### config.mk
export PLATFORM = sky130hd
export DESIGN_NAME = fuzzy_subsequence_line_scorer_flat
export DESIGN_NICKNAME = d
export VERILOG_FILES = /design/src/sv/fss_pkg.sv /design/src/sv/fss_in_if.sv /design/src/sv/fss_out_if.sv /design/src/sv/fuzzy_subsequence_line_scorer.sv /design/src/flat_wrapper.sv
export SDC_FILE = /design/constraint.sdc
export NUM_CORES = 1
export LEC_CHECK = 0
export BUFFER_PORTS_ARGS = -buffer_cell sky130_fd_sc_hd__buf_2
export CAP_MARGIN = 20
export CORE_MARGIN = 8
export CORE_UTILIZATION = 30
export DETAILED_ROUTE_END_ITERATION = 16
export HOLD_SLACK_MARGIN = 0.12
export PLACE_DENSITY_LB_ADDON = 0.1
export REMOVE_ABC_BUFFERS = 1
export SLEW_MARGIN = 10
export SYNTH_ARGS = -nofsm -noshare
export SYNTH_HDL_FRONTEND = slang
export SYNTH_SLANG_ARGS = --single-unit
### constraint.sdc
create_clock -name clk -period 9.42 [get_ports clk]
set_input_delay 0.942 -clock clk [delete_from_list [all_inputs] [get_ports clk]]
set_output_delay 0.942 -clock clk [all_outputs]
set_load 0.05 [all_outputs]
### src/sv/fss_pkg.sv
package fss_pkg;

  // Field widths shared by the channel interfaces and the scorer.
  localparam int CH_W    = 8;
  localparam int LINE_W  = 16;
  localparam int SCORE_W = 8;
  localparam int POS_W   = 16;
  localparam int LEN_W   = 5;

  // Needle capacity and line counter limit.
  localparam int MAX_NEEDLE = 16;
  localparam int LINE_COUNT = 65536;
  localparam int NEEDLE_BYTES = 16;

  // Register indexes (byte address = 8 * index).
  localparam logic [1:0] REG_NEEDLE_LOW  = 2'd0;
  localparam logic [1:0] REG_NEEDLE_HIGH = 2'd1;
  localparam logic [1:0] REG_NEEDLE_LEN  = 2'd2;

  typedef logic [NEEDLE_BYTES-1:0][CH_W-1:0] needle_t;

  // ASCII upper to lower case.
  function automatic logic [CH_W-1:0] fold(input logic [CH_W-1:0] c);
    logic [CH_W-1:0] r;
    r = c;
    if (c >= 8'h41 && c <= 8'h5A) begin
      r = c + 8'h20;
    end
    return r;
  endfunction

endpackage

### src/sv/fss_in_if.sv
interface fss_in_if;
  logic                      valid;
  logic                      ready;
  logic [fss_pkg::CH_W-1:0]  ch;
  logic                      has_char;
  logic                      last_of_line;
  logic                      last_of_pane;

  modport source (output valid, ch, has_char, last_of_line, last_of_pane, input ready);
  modport sink   (input valid, ch, has_char, last_of_line, last_of_pane, output ready);
endinterface

### src/sv/fss_out_if.sv
interface fss_out_if;
  logic                         valid;
  logic                         ready;
  logic [fss_pkg::LINE_W-1:0]   line_number;
  logic [fss_pkg::SCORE_W-1:0]  line_score;
  logic [fss_pkg::LINE_W-1:0]   best_line;
  logic [fss_pkg::SCORE_W-1:0]  best_score;
  logic                         block_done;

  modport source (output valid, line_number, line_score, best_line, best_score, block_done,
                  input ready);
  modport sink   (input valid, line_number, line_score, best_line, best_score, block_done,
                  output ready);
endinterface

### src/sv/fuzzy_subsequence_line_scorer.sv
// Fuzzy subsequence line scorer. Text bytes enter on text_in, one request per
// byte, with end of line and end of block marks; every request that ends a
// line yields one result request on line_out carrying that line's score and
// the best line of the block so far (earliest line wins ties). Bytes are
// ASCII case-folded and matched greedily against a needle of up to 16 bytes
// set over the APB port (needle_bytes_low at 0x00, needle_bytes_high at 0x08,
// needle_length at 0x10; 64-bit data). The block takes one request per clock
// while results are taken: a byte is captured in an input register, the
// per-line match state is updated from it while it sits there, and a line
// result is registered in an output register when that byte moves on.
// The output register stalls the input register only when a result is held
// and not taken. Write the needle only while no line is in flight.
module fuzzy_subsequence_line_scorer (
  input  logic                       clk,
  input  logic                       rst,
  fss_in_if.sink                     text_in,
  fss_out_if.source                  line_out,
  input  logic                       psel,
  input  logic                       penable,
  input  logic                       pwrite,
  input  logic [4:0]                 paddr,
  input  logic [63:0]                pwdata,
  output logic [63:0]                prdata,
  output logic                       pready
);

  localparam logic [fss_pkg::LEN_W-1:0]   NEEDLE_CAP = fss_pkg::LEN_W'(fss_pkg::MAX_NEEDLE);
  localparam logic [fss_pkg::LINE_W-1:0]  LINE_LAST  = fss_pkg::LINE_W'(fss_pkg::LINE_COUNT - 1);
  localparam logic [fss_pkg::POS_W-1:0]   POS_LAST   = '1;

  // ---------------------------------------------------------------- config
  logic [63:0]                needle_low;
  logic [63:0]                needle_high;
  logic [fss_pkg::LEN_W-1:0]  needle_len;
  logic [1:0]                 reg_index;
  logic                       cfg_write;

  assign pready    = 1'b1;
  assign reg_index = paddr[4:3];
  assign cfg_write = psel && penable && pwrite;

  always_ff @(posedge clk) begin
    if (rst) begin
      needle_low  <= '0;
      needle_high <= '0;
      needle_len  <= '0;
    end else if (cfg_write) begin
      case (reg_index)
        fss_pkg::REG_NEEDLE_LOW:  needle_low  <= pwdata;
        fss_pkg::REG_NEEDLE_HIGH: needle_high <= pwdata;
        fss_pkg::REG_NEEDLE_LEN:  needle_len  <= pwdata[fss_pkg::LEN_W-1:0];
        default: ;
      endcase
    end
  end

  always_comb begin
    case (reg_index)
      fss_pkg::REG_NEEDLE_LOW:  prdata = needle_low;
      fss_pkg::REG_NEEDLE_HIGH: prdata = needle_high;
      fss_pkg::REG_NEEDLE_LEN:  prdata = {{(64 - fss_pkg::LEN_W){1'b0}}, needle_len};
      default:                  prdata = '0;
    endcase
  end

  // ---------------------------------------------------------- input stage
  logic                       s1_valid;
  logic [fss_pkg::CH_W-1:0]   s1_ch;
  logic                       s1_has_char;
  logic                       s1_eol;
  logic                       s1_eop;
  logic                       s1_advance;

  // s1 moves on unless the output slot is full and stalled
  assign s1_advance    = s1_valid && (!line_out.valid || line_out.ready);
  assign text_in.ready = !s1_valid || s1_advance;

  always_ff @(posedge clk) begin
    if (rst) begin
      s1_valid <= 1'b0;
    end else if (text_in.ready) begin
      s1_valid <= text_in.valid;
    end
  end

  always_ff @(posedge clk) begin
    if (text_in.valid && text_in.ready) begin
      s1_ch       <= text_in.ch;
      s1_has_char <= text_in.has_char;
      s1_eol      <= text_in.last_of_line;
      s1_eop      <= text_in.last_of_pane;
    end
  end

  // ------------------------------------------------------------ line state
  logic [fss_pkg::LEN_W-1:0]    needle_index, needle_index_next;
  logic [fss_pkg::LEN_W-1:0]    run_length, run_length_next;
  logic [fss_pkg::SCORE_W-1:0]  partial_score, partial_score_next;
  logic [fss_pkg::POS_W-1:0]    first_match_pos, first_match_pos_next;
  logic                         first_seen, first_seen_next;
  logic [fss_pkg::POS_W-1:0]    byte_position, byte_position_next;
  logic [fss_pkg::LINE_W-1:0]   line_counter, line_counter_next;
  logic [fss_pkg::SCORE_W-1:0]  best_score, best_score_next;
  logic [fss_pkg::LINE_W-1:0]   best_line, best_line_next;

  fss_pkg::needle_t             needle;
  logic [fss_pkg::LEN_W-1:0]    eff_len;
  logic [fss_pkg::CH_W-1:0]     needle_ch;
  logic                         active;
  logic                         match;
  logic [fss_pkg::SCORE_W:0]    sum_wide;
  logic [fss_pkg::POS_W-3:0]    penalty;
  logic [fss_pkg::SCORE_W-1:0]  score;

  assign needle  = {needle_high, needle_low};
  assign eff_len = (needle_len > NEEDLE_CAP) ? NEEDLE_CAP : needle_len;

  // index 16 and up reads as zero
  assign needle_ch = needle_index[fss_pkg::LEN_W-1] ? '0 :
                     fss_pkg::fold(needle[needle_index[fss_pkg::LEN_W-2:0]]);
  assign active    = s1_has_char && (needle_index < eff_len);
  assign match     = active && (fss_pkg::fold(s1_ch) == needle_ch);
  // partial + 1 + (run + 1), saturated below
  assign sum_wide  = {1'b0, partial_score} + (fss_pkg::SCORE_W + 1)'(run_length) +
                     (fss_pkg::SCORE_W + 1)'(2);

  always_comb begin
    needle_index_next    = needle_index;
    run_length_next      = run_length;
    partial_score_next   = partial_score;
    first_match_pos_next = first_match_pos;
    first_seen_next      = first_seen;
    byte_position_next   = byte_position;

    if (match) begin
      needle_index_next  = needle_index + 1'b1;
      run_length_next    = run_length + 1'b1;
      partial_score_next = sum_wide[fss_pkg::SCORE_W] ? '1 : sum_wide[fss_pkg::SCORE_W-1:0];
      if (!first_seen) begin
        first_seen_next      = 1'b1;
        first_match_pos_next = byte_position;
      end
    end else if (active) begin
      run_length_next = '0;
    end
    if (s1_has_char && byte_position != POS_LAST) begin
      byte_position_next = byte_position + 1'b1;
    end
  end

  // line score from the state after this byte
  assign penalty = first_match_pos_next[fss_pkg::POS_W-1:2];

  always_comb begin
    score = '0;
    if (eff_len != '0 && needle_index_next >= eff_len) begin
      score = partial_score_next;
      if (first_match_pos_next != '0) begin
        score = ((fss_pkg::POS_W - 2)'(partial_score_next) > penalty) ?
                partial_score_next - fss_pkg::SCORE_W'(penalty) : fss_pkg::SCORE_W'(1);
      end
      if (score == '0) begin
        score = fss_pkg::SCORE_W'(1);
      end
    end
  end

  always_comb begin
    best_score_next   = best_score;
    best_line_next    = best_line;
    line_counter_next = line_counter;
    if (score > best_score) begin
      best_score_next = score;
      best_line_next  = line_counter;
    end
  end

  always_ff @(posedge clk) begin
    if (rst) begin
      needle_index    <= '0;
      run_length      <= '0;
      partial_score   <= '0;
      first_match_pos <= '0;
      first_seen      <= 1'b0;
      byte_position   <= '0;
      line_counter    <= '0;
      best_score      <= '0;
      best_line       <= '0;
    end else if (s1_advance) begin
      if (s1_eol) begin
        // line done: clear per-line state, roll counters
        needle_index    <= '0;
        run_length      <= '0;
        partial_score   <= '0;
        first_match_pos <= '0;
        first_seen      <= 1'b0;
        byte_position   <= '0;
        if (s1_eop) begin
          line_counter <= '0;
          best_score   <= '0;
          best_line    <= '0;
        end else begin
          best_score <= best_score_next;
          best_line  <= best_line_next;
          if (line_counter < LINE_LAST) begin
            line_counter <= line_counter_next + 1'b1;
          end
        end
      end else begin
        needle_index    <= needle_index_next;
        run_length      <= run_length_next;
        partial_score   <= partial_score_next;
        first_match_pos <= first_match_pos_next;
        first_seen      <= first_seen_next;
        byte_position   <= byte_position_next;
      end
    end
  end

  // --------------------------------------------------------- output stage
  always_ff @(posedge clk) begin
    if (rst) begin
      line_out.valid <= 1'b0;
    end else if (s1_advance) begin
      line_out.valid <= s1_eol;
    end else if (line_out.ready) begin
      line_out.valid <= 1'b0;
    end
  end

  always_ff @(posedge clk) begin
    if (s1_advance && s1_eol) begin
      line_out.line_number <= line_counter;
      line_out.line_score  <= score;
      line_out.best_line   <= best_line_next;
      line_out.best_score  <= best_score_next;
      line_out.block_done  <= s1_eop;
    end
  end

  // ------------------------------------------------------------ assertions
  a_best_covers_line: assert property (@(posedge clk) disable iff (rst)
    line_out.valid |-> line_out.best_score >= line_out.line_score)
    else $error("best score below line score");

  a_best_not_ahead: assert property (@(posedge clk) disable iff (rst)
    line_out.valid |-> line_out.best_line <= line_out.line_number)
    else $error("best line after current line");

  a_stall_holds_s1: assert property (@(posedge clk) disable iff (rst)
    s1_valid && !s1_advance |=> s1_valid && $stable(s1_ch) && $stable(s1_eol))
    else $error("stalled input register changed");

endmodule

### src/flat_wrapper.sv
// flat-port wrapper written by rule: the top's interface ports become plain ports
module fuzzy_subsequence_line_scorer_flat 
  (clk, rst, psel, penable, pwrite, paddr, pwdata, prdata, pready, text_in_valid, text_in_ch, text_in_has_char, text_in_last_of_line, text_in_last_of_pane, text_in_ready, line_out_valid, line_out_line_number, line_out_line_score, line_out_best_line, line_out_best_score, line_out_block_done, line_out_ready);
  fss_in_if text_in_i ();
  fss_out_if line_out_i ();
  input  logic clk;
  input  logic rst;
  input  logic psel;
  input  logic penable;
  input  logic pwrite;
  input  logic [4:0] paddr;
  input  logic [63:0] pwdata;
  output logic [63:0] prdata;
  output logic pready;
  input wire logic [$bits(text_in_i.valid)-1:0] text_in_valid;
  input wire logic [$bits(text_in_i.ch)-1:0] text_in_ch;
  input wire logic [$bits(text_in_i.has_char)-1:0] text_in_has_char;
  input wire logic [$bits(text_in_i.last_of_line)-1:0] text_in_last_of_line;
  input wire logic [$bits(text_in_i.last_of_pane)-1:0] text_in_last_of_pane;
  output wire logic [$bits(text_in_i.ready)-1:0] text_in_ready;
  output wire logic [$bits(line_out_i.valid)-1:0] line_out_valid;
  output wire logic [$bits(line_out_i.line_number)-1:0] line_out_line_number;
  output wire logic [$bits(line_out_i.line_score)-1:0] line_out_line_score;
  output wire logic [$bits(line_out_i.best_line)-1:0] line_out_best_line;
  output wire logic [$bits(line_out_i.best_score)-1:0] line_out_best_score;
  output wire logic [$bits(line_out_i.block_done)-1:0] line_out_block_done;
  input wire logic [$bits(line_out_i.ready)-1:0] line_out_ready;
  assign text_in_i.valid = text_in_valid;
  assign text_in_i.ch = text_in_ch;
  assign text_in_i.has_char = text_in_has_char;
  assign text_in_i.last_of_line = text_in_last_of_line;
  assign text_in_i.last_of_pane = text_in_last_of_pane;
  assign text_in_ready = text_in_i.ready;
  assign line_out_valid = line_out_i.valid;
  assign line_out_line_number = line_out_i.line_number;
  assign line_out_line_score = line_out_i.line_score;
  assign line_out_best_line = line_out_i.best_line;
  assign line_out_best_score = line_out_i.best_score;
  assign line_out_block_done = line_out_i.block_done;
  assign line_out_i.ready = line_out_ready;
  fuzzy_subsequence_line_scorer u_core (.clk(clk), .rst(rst), .text_in(text_in_i), .line_out(line_out_i), .psel(psel), .penable(penable), .pwrite(pwrite), .paddr(paddr), .pwdata(pwdata), .prdata(prdata), .pready(pready));
endmodule
==> reports/metrics.yaml <==
status: "complete, no violations"
synth_cell_type_count: 80
hold_ws_ps: 448
hold_depth: 2
gr-usage-met2_pct: 26.9
start_kind: "flip-flop"
syn_area_um2: 14500
ys_seq_area_share_pct: 43.7
n_fill_cell: 4976
synthTopCellsByCount: "nand2_1, dfxtp_1, a21oi_1, nor2_1, mux2i_1"
path_max_fanout: 20
p_int_uw: 2090
p_leak_uw: 0.00670
design.core.area_um2: 47600
antenna_found_initial: 4
gr-usage-met3_pct: 3.50
clock-sinks: 286
power_frac_clock_pct: 47.8
cts-resized-gates: 0
grt_pass1_wl_um: 70300
ys_seq_elements: 286
clock-skew-final_ps: 14.8
synth_area_per_cell_um2: 8.91
p_per_area_nw_per_um2: 159
io_pins: 203
final_util_pct: 36.2
cts_hold_buffers: 0
hold_viol_final: 0
crit_required_ps: 9850
cp_num_cells: 33
gp_congestion: 0.779
wl_per_cell_um: 18.3
cts.clk_slew.worst_paths_ps: 60
cp-end-kind: "flip-flop"
h-tree-depth: 2
synthFlopType: "dfxtp_1"
start_util_pct: 30.4
numCtsBuffers: 34
grt_pass1_vias: 12400
first_pass_iters: 4
grt_busiest_layer: "met2"
cp.arrival_ps: 8880
nets: 1923
die_area_um2: 55500
pwr-share-seq_pct: 46.5
fmax_ghz: 0.118
drive_gt1_share_pct: 19.6
finalSetupViolations: 0
crit_family: "compound AO/OA/AOI/OAI gates"
p_sw_uw: 652
synth.most_common_cell: "nand2_1"
crit_buf_inv: 3
grt_max_degree: 84
fin_crit_ps: 8450
grt_overflow_total: 0
syn_inst: 1624
synth_edf_count: 60
vias: 12200
cap_violations: 0
tightest_slew_ps: 1090
use_met1_pct: 19.4
slew_headroom_pct: 26.9
combPwrFrac_pct: 5.7
die_w_um: 236
pre_cts_ws_ps: 894
track_usage_pct: 15.6
drc: 0
worst_path_max_delay_cell: "dfxtp_2"
clockBufferDepth: 3
yosys_warnings: 0
p_sw_share_pct: 23.8
cts_tree: "done"
die_y_um: 236
synth_async_sr_flop_share_pct: 0
postCtsSetupRepairBufs: 0
detailed_place_hpwl_um: 31300
port_buffers: 198
netlist.area_leader.share_pct: 31.3
r2r_cells: 33
yosysTopAreaCell: "dfxtp_1"
area_growth_pct: 19.1
drtIter0Drc: 693
setup_ws_ps: 967
fin_setup_tns_ps: 0
fin_crit_sh_pct: 89.7
slowest_delay_ps: 780
hp-class: "reg -> reg"
ant_nets: 0
num_rows: 80
worstSkewPairLatency_ps: 540
crit_type: "reg -> reg"
drv_slew: 0
synth_area_leaders: "dfxtp_1, edfxtp_1, nand2_1, mux2i_1, a21oi_1"
grt_setup_unrepaired: "false"
routed_wl_um: 44600
viasPerCell: 4.99
cts_root_buffer: "clkbuf_16"
vdd_drop_max_v: 0.0000931
flip-flops by register name, indices dropped and copies added (netlist names), 8 cells and up:
register	cells
u_core.partial_score	8
u_core.line_counter	16
u_core.s1_ch	8
u_core.needle_high	64
u_core.line_out.best_score	8
u_core.byte_position	16
u_core.line_out.best_line	16
u_core.needle_low	64
u_core.first_match_pos	16
u_core.line_out.line_number	16
u_core.best_line	16
u_core.best_score	8
u_core.line_out.line_score	8
per-stage QoR:
step                      power (uW)  area, um^2  cells
final                           2740       17200   2437
after floorplan                 1370       14100   1529
after global routing            2850       17200   2434
after global placement          1460       16100   2372
after detailed placement        1460       16100   2373
after CTS                       2790       17200   2433
power groups by stage:
stage	Clock (uW)	Sequential, uW	Combinational [uW]
2_1_floorplan	0	1310	64.0
3_3_place_gp	0	1300	157
3_5_place_dp	0	1300	158
4_1_cts	1360	1270	158
5_1_grt	1400	1270	169
6_report	1310	1270	156
final cells by class:
type / instances / area [um^2] / area share [%]
clock buffer: 50 / 1010 / 5.88
timing repair buffer: 230 / 1280 / 7.41
multi-input combinational: 1201 / 7590 / 44.1
inverter: 42 / 158 / 0.915
tap: 615 / 769 / 4.46
antenna: 3 / 7.51 / 0.0435
clock inverter: 10 / 90.1 / 0.523
sequential: 286 / 6330 / 36.7
layout by cell type, fill, tap and decap left out, types with 6 or more instances in the layout:
| cell type | count |
|---|---|
| nand2_1 | 320 |
| dfxtp_1 | 224 |
| buf_2 | 196 |
| a21oi_1 | 172 |
| nor2_1 | 170 |
| mux2i_1 | 90 |
| edfxtp_1 | 60 |
| inv_1 | 40 |
| ha_1 | 39 |
| clkbuf_16 | 36 |
| nand3_1 | 35 |
| o21ai_0 | 34 |
| a22oi_1 | 32 |
| buf_4 | 30 |
| mux4_2 | 29 |
| a22o_1 | 22 |
| mux2_2 | 22 |
| xor2_1 | 19 |
| a21o_1 | 18 |
| xnor2_1 | 18 |
| nor3_1 | 14 |
| and2_1 | 13 |
| nor2b_1 | 12 |
| and3_1 | 12 |
| or3_1 | 12 |
| nand2b_1 | 11 |
| a31oi_1 | 9 |
| clkbuf_1 | 8 |
| nand3b_1 | 7 |
| nand4_1 | 7 |
| nor4_1 | 6 |
| clkbuf_8 | 6 |
worst reg2reg max path, delay by kind of cell (launching register included):
kind | cells | cell delay, ps
muxes | 5 | 1950
AOI/OAI and AO/OA | 12 | 2180
adders and majority gates | 3 | 750
xor gates and xnor gates | 1 | 220
DFF | 1 | 780
buffers and inverters | 3 | 780
and+or+nand+nor | 9 | 1700
layer usage:
| metal | share of wire [%] | wire length (um) |
|---|---|---|
| met3 | 4.5 | 2000 |
| met5 | 0.027 | 12 |
| met2 | 48 | 21400 |
| met1 | 45 | 20100 |
| met4 | 2.5 | 1110 |
final timing paths:
kind                                  startpoint                                 to  slack (ps)
min            u_core.best_score[4]$_SDFFE_PP0P_  u_core.best_score[4]$_SDFFE_PP0P_         450
max          u_core.needle_index[0]$_SDFFE_PP0P_   u_core.best_line[1]$_SDFFE_PP0P_         970
max reg2reg  u_core.needle_index[0]$_SDFFE_PP0P_   u_core.best_line[1]$_SDFFE_PP0P_         970
min reg2reg    u_core.best_score[4]$_SDFFE_PP0P_  u_core.best_score[4]$_SDFFE_PP0P_         450
cells by family (layout without fill, tap and decap cells):
family,count (synthesis),after routing,share of synthesized area [%]
XOR/XNOR,37,37,2.24
flip-flops,286,286,43.7
other,1,4,0.0259
AND/OR/NAND/NOR,648,648,19.7
AO/OA/AOI/OAI,332,332,14.2
adder cells (fa/ha/maj),42,42,3.72
multiplexers,141,141,12.4
buffers and inverters,137,332,3.95
Note: power is estimated with default switching activity, not from simulation.
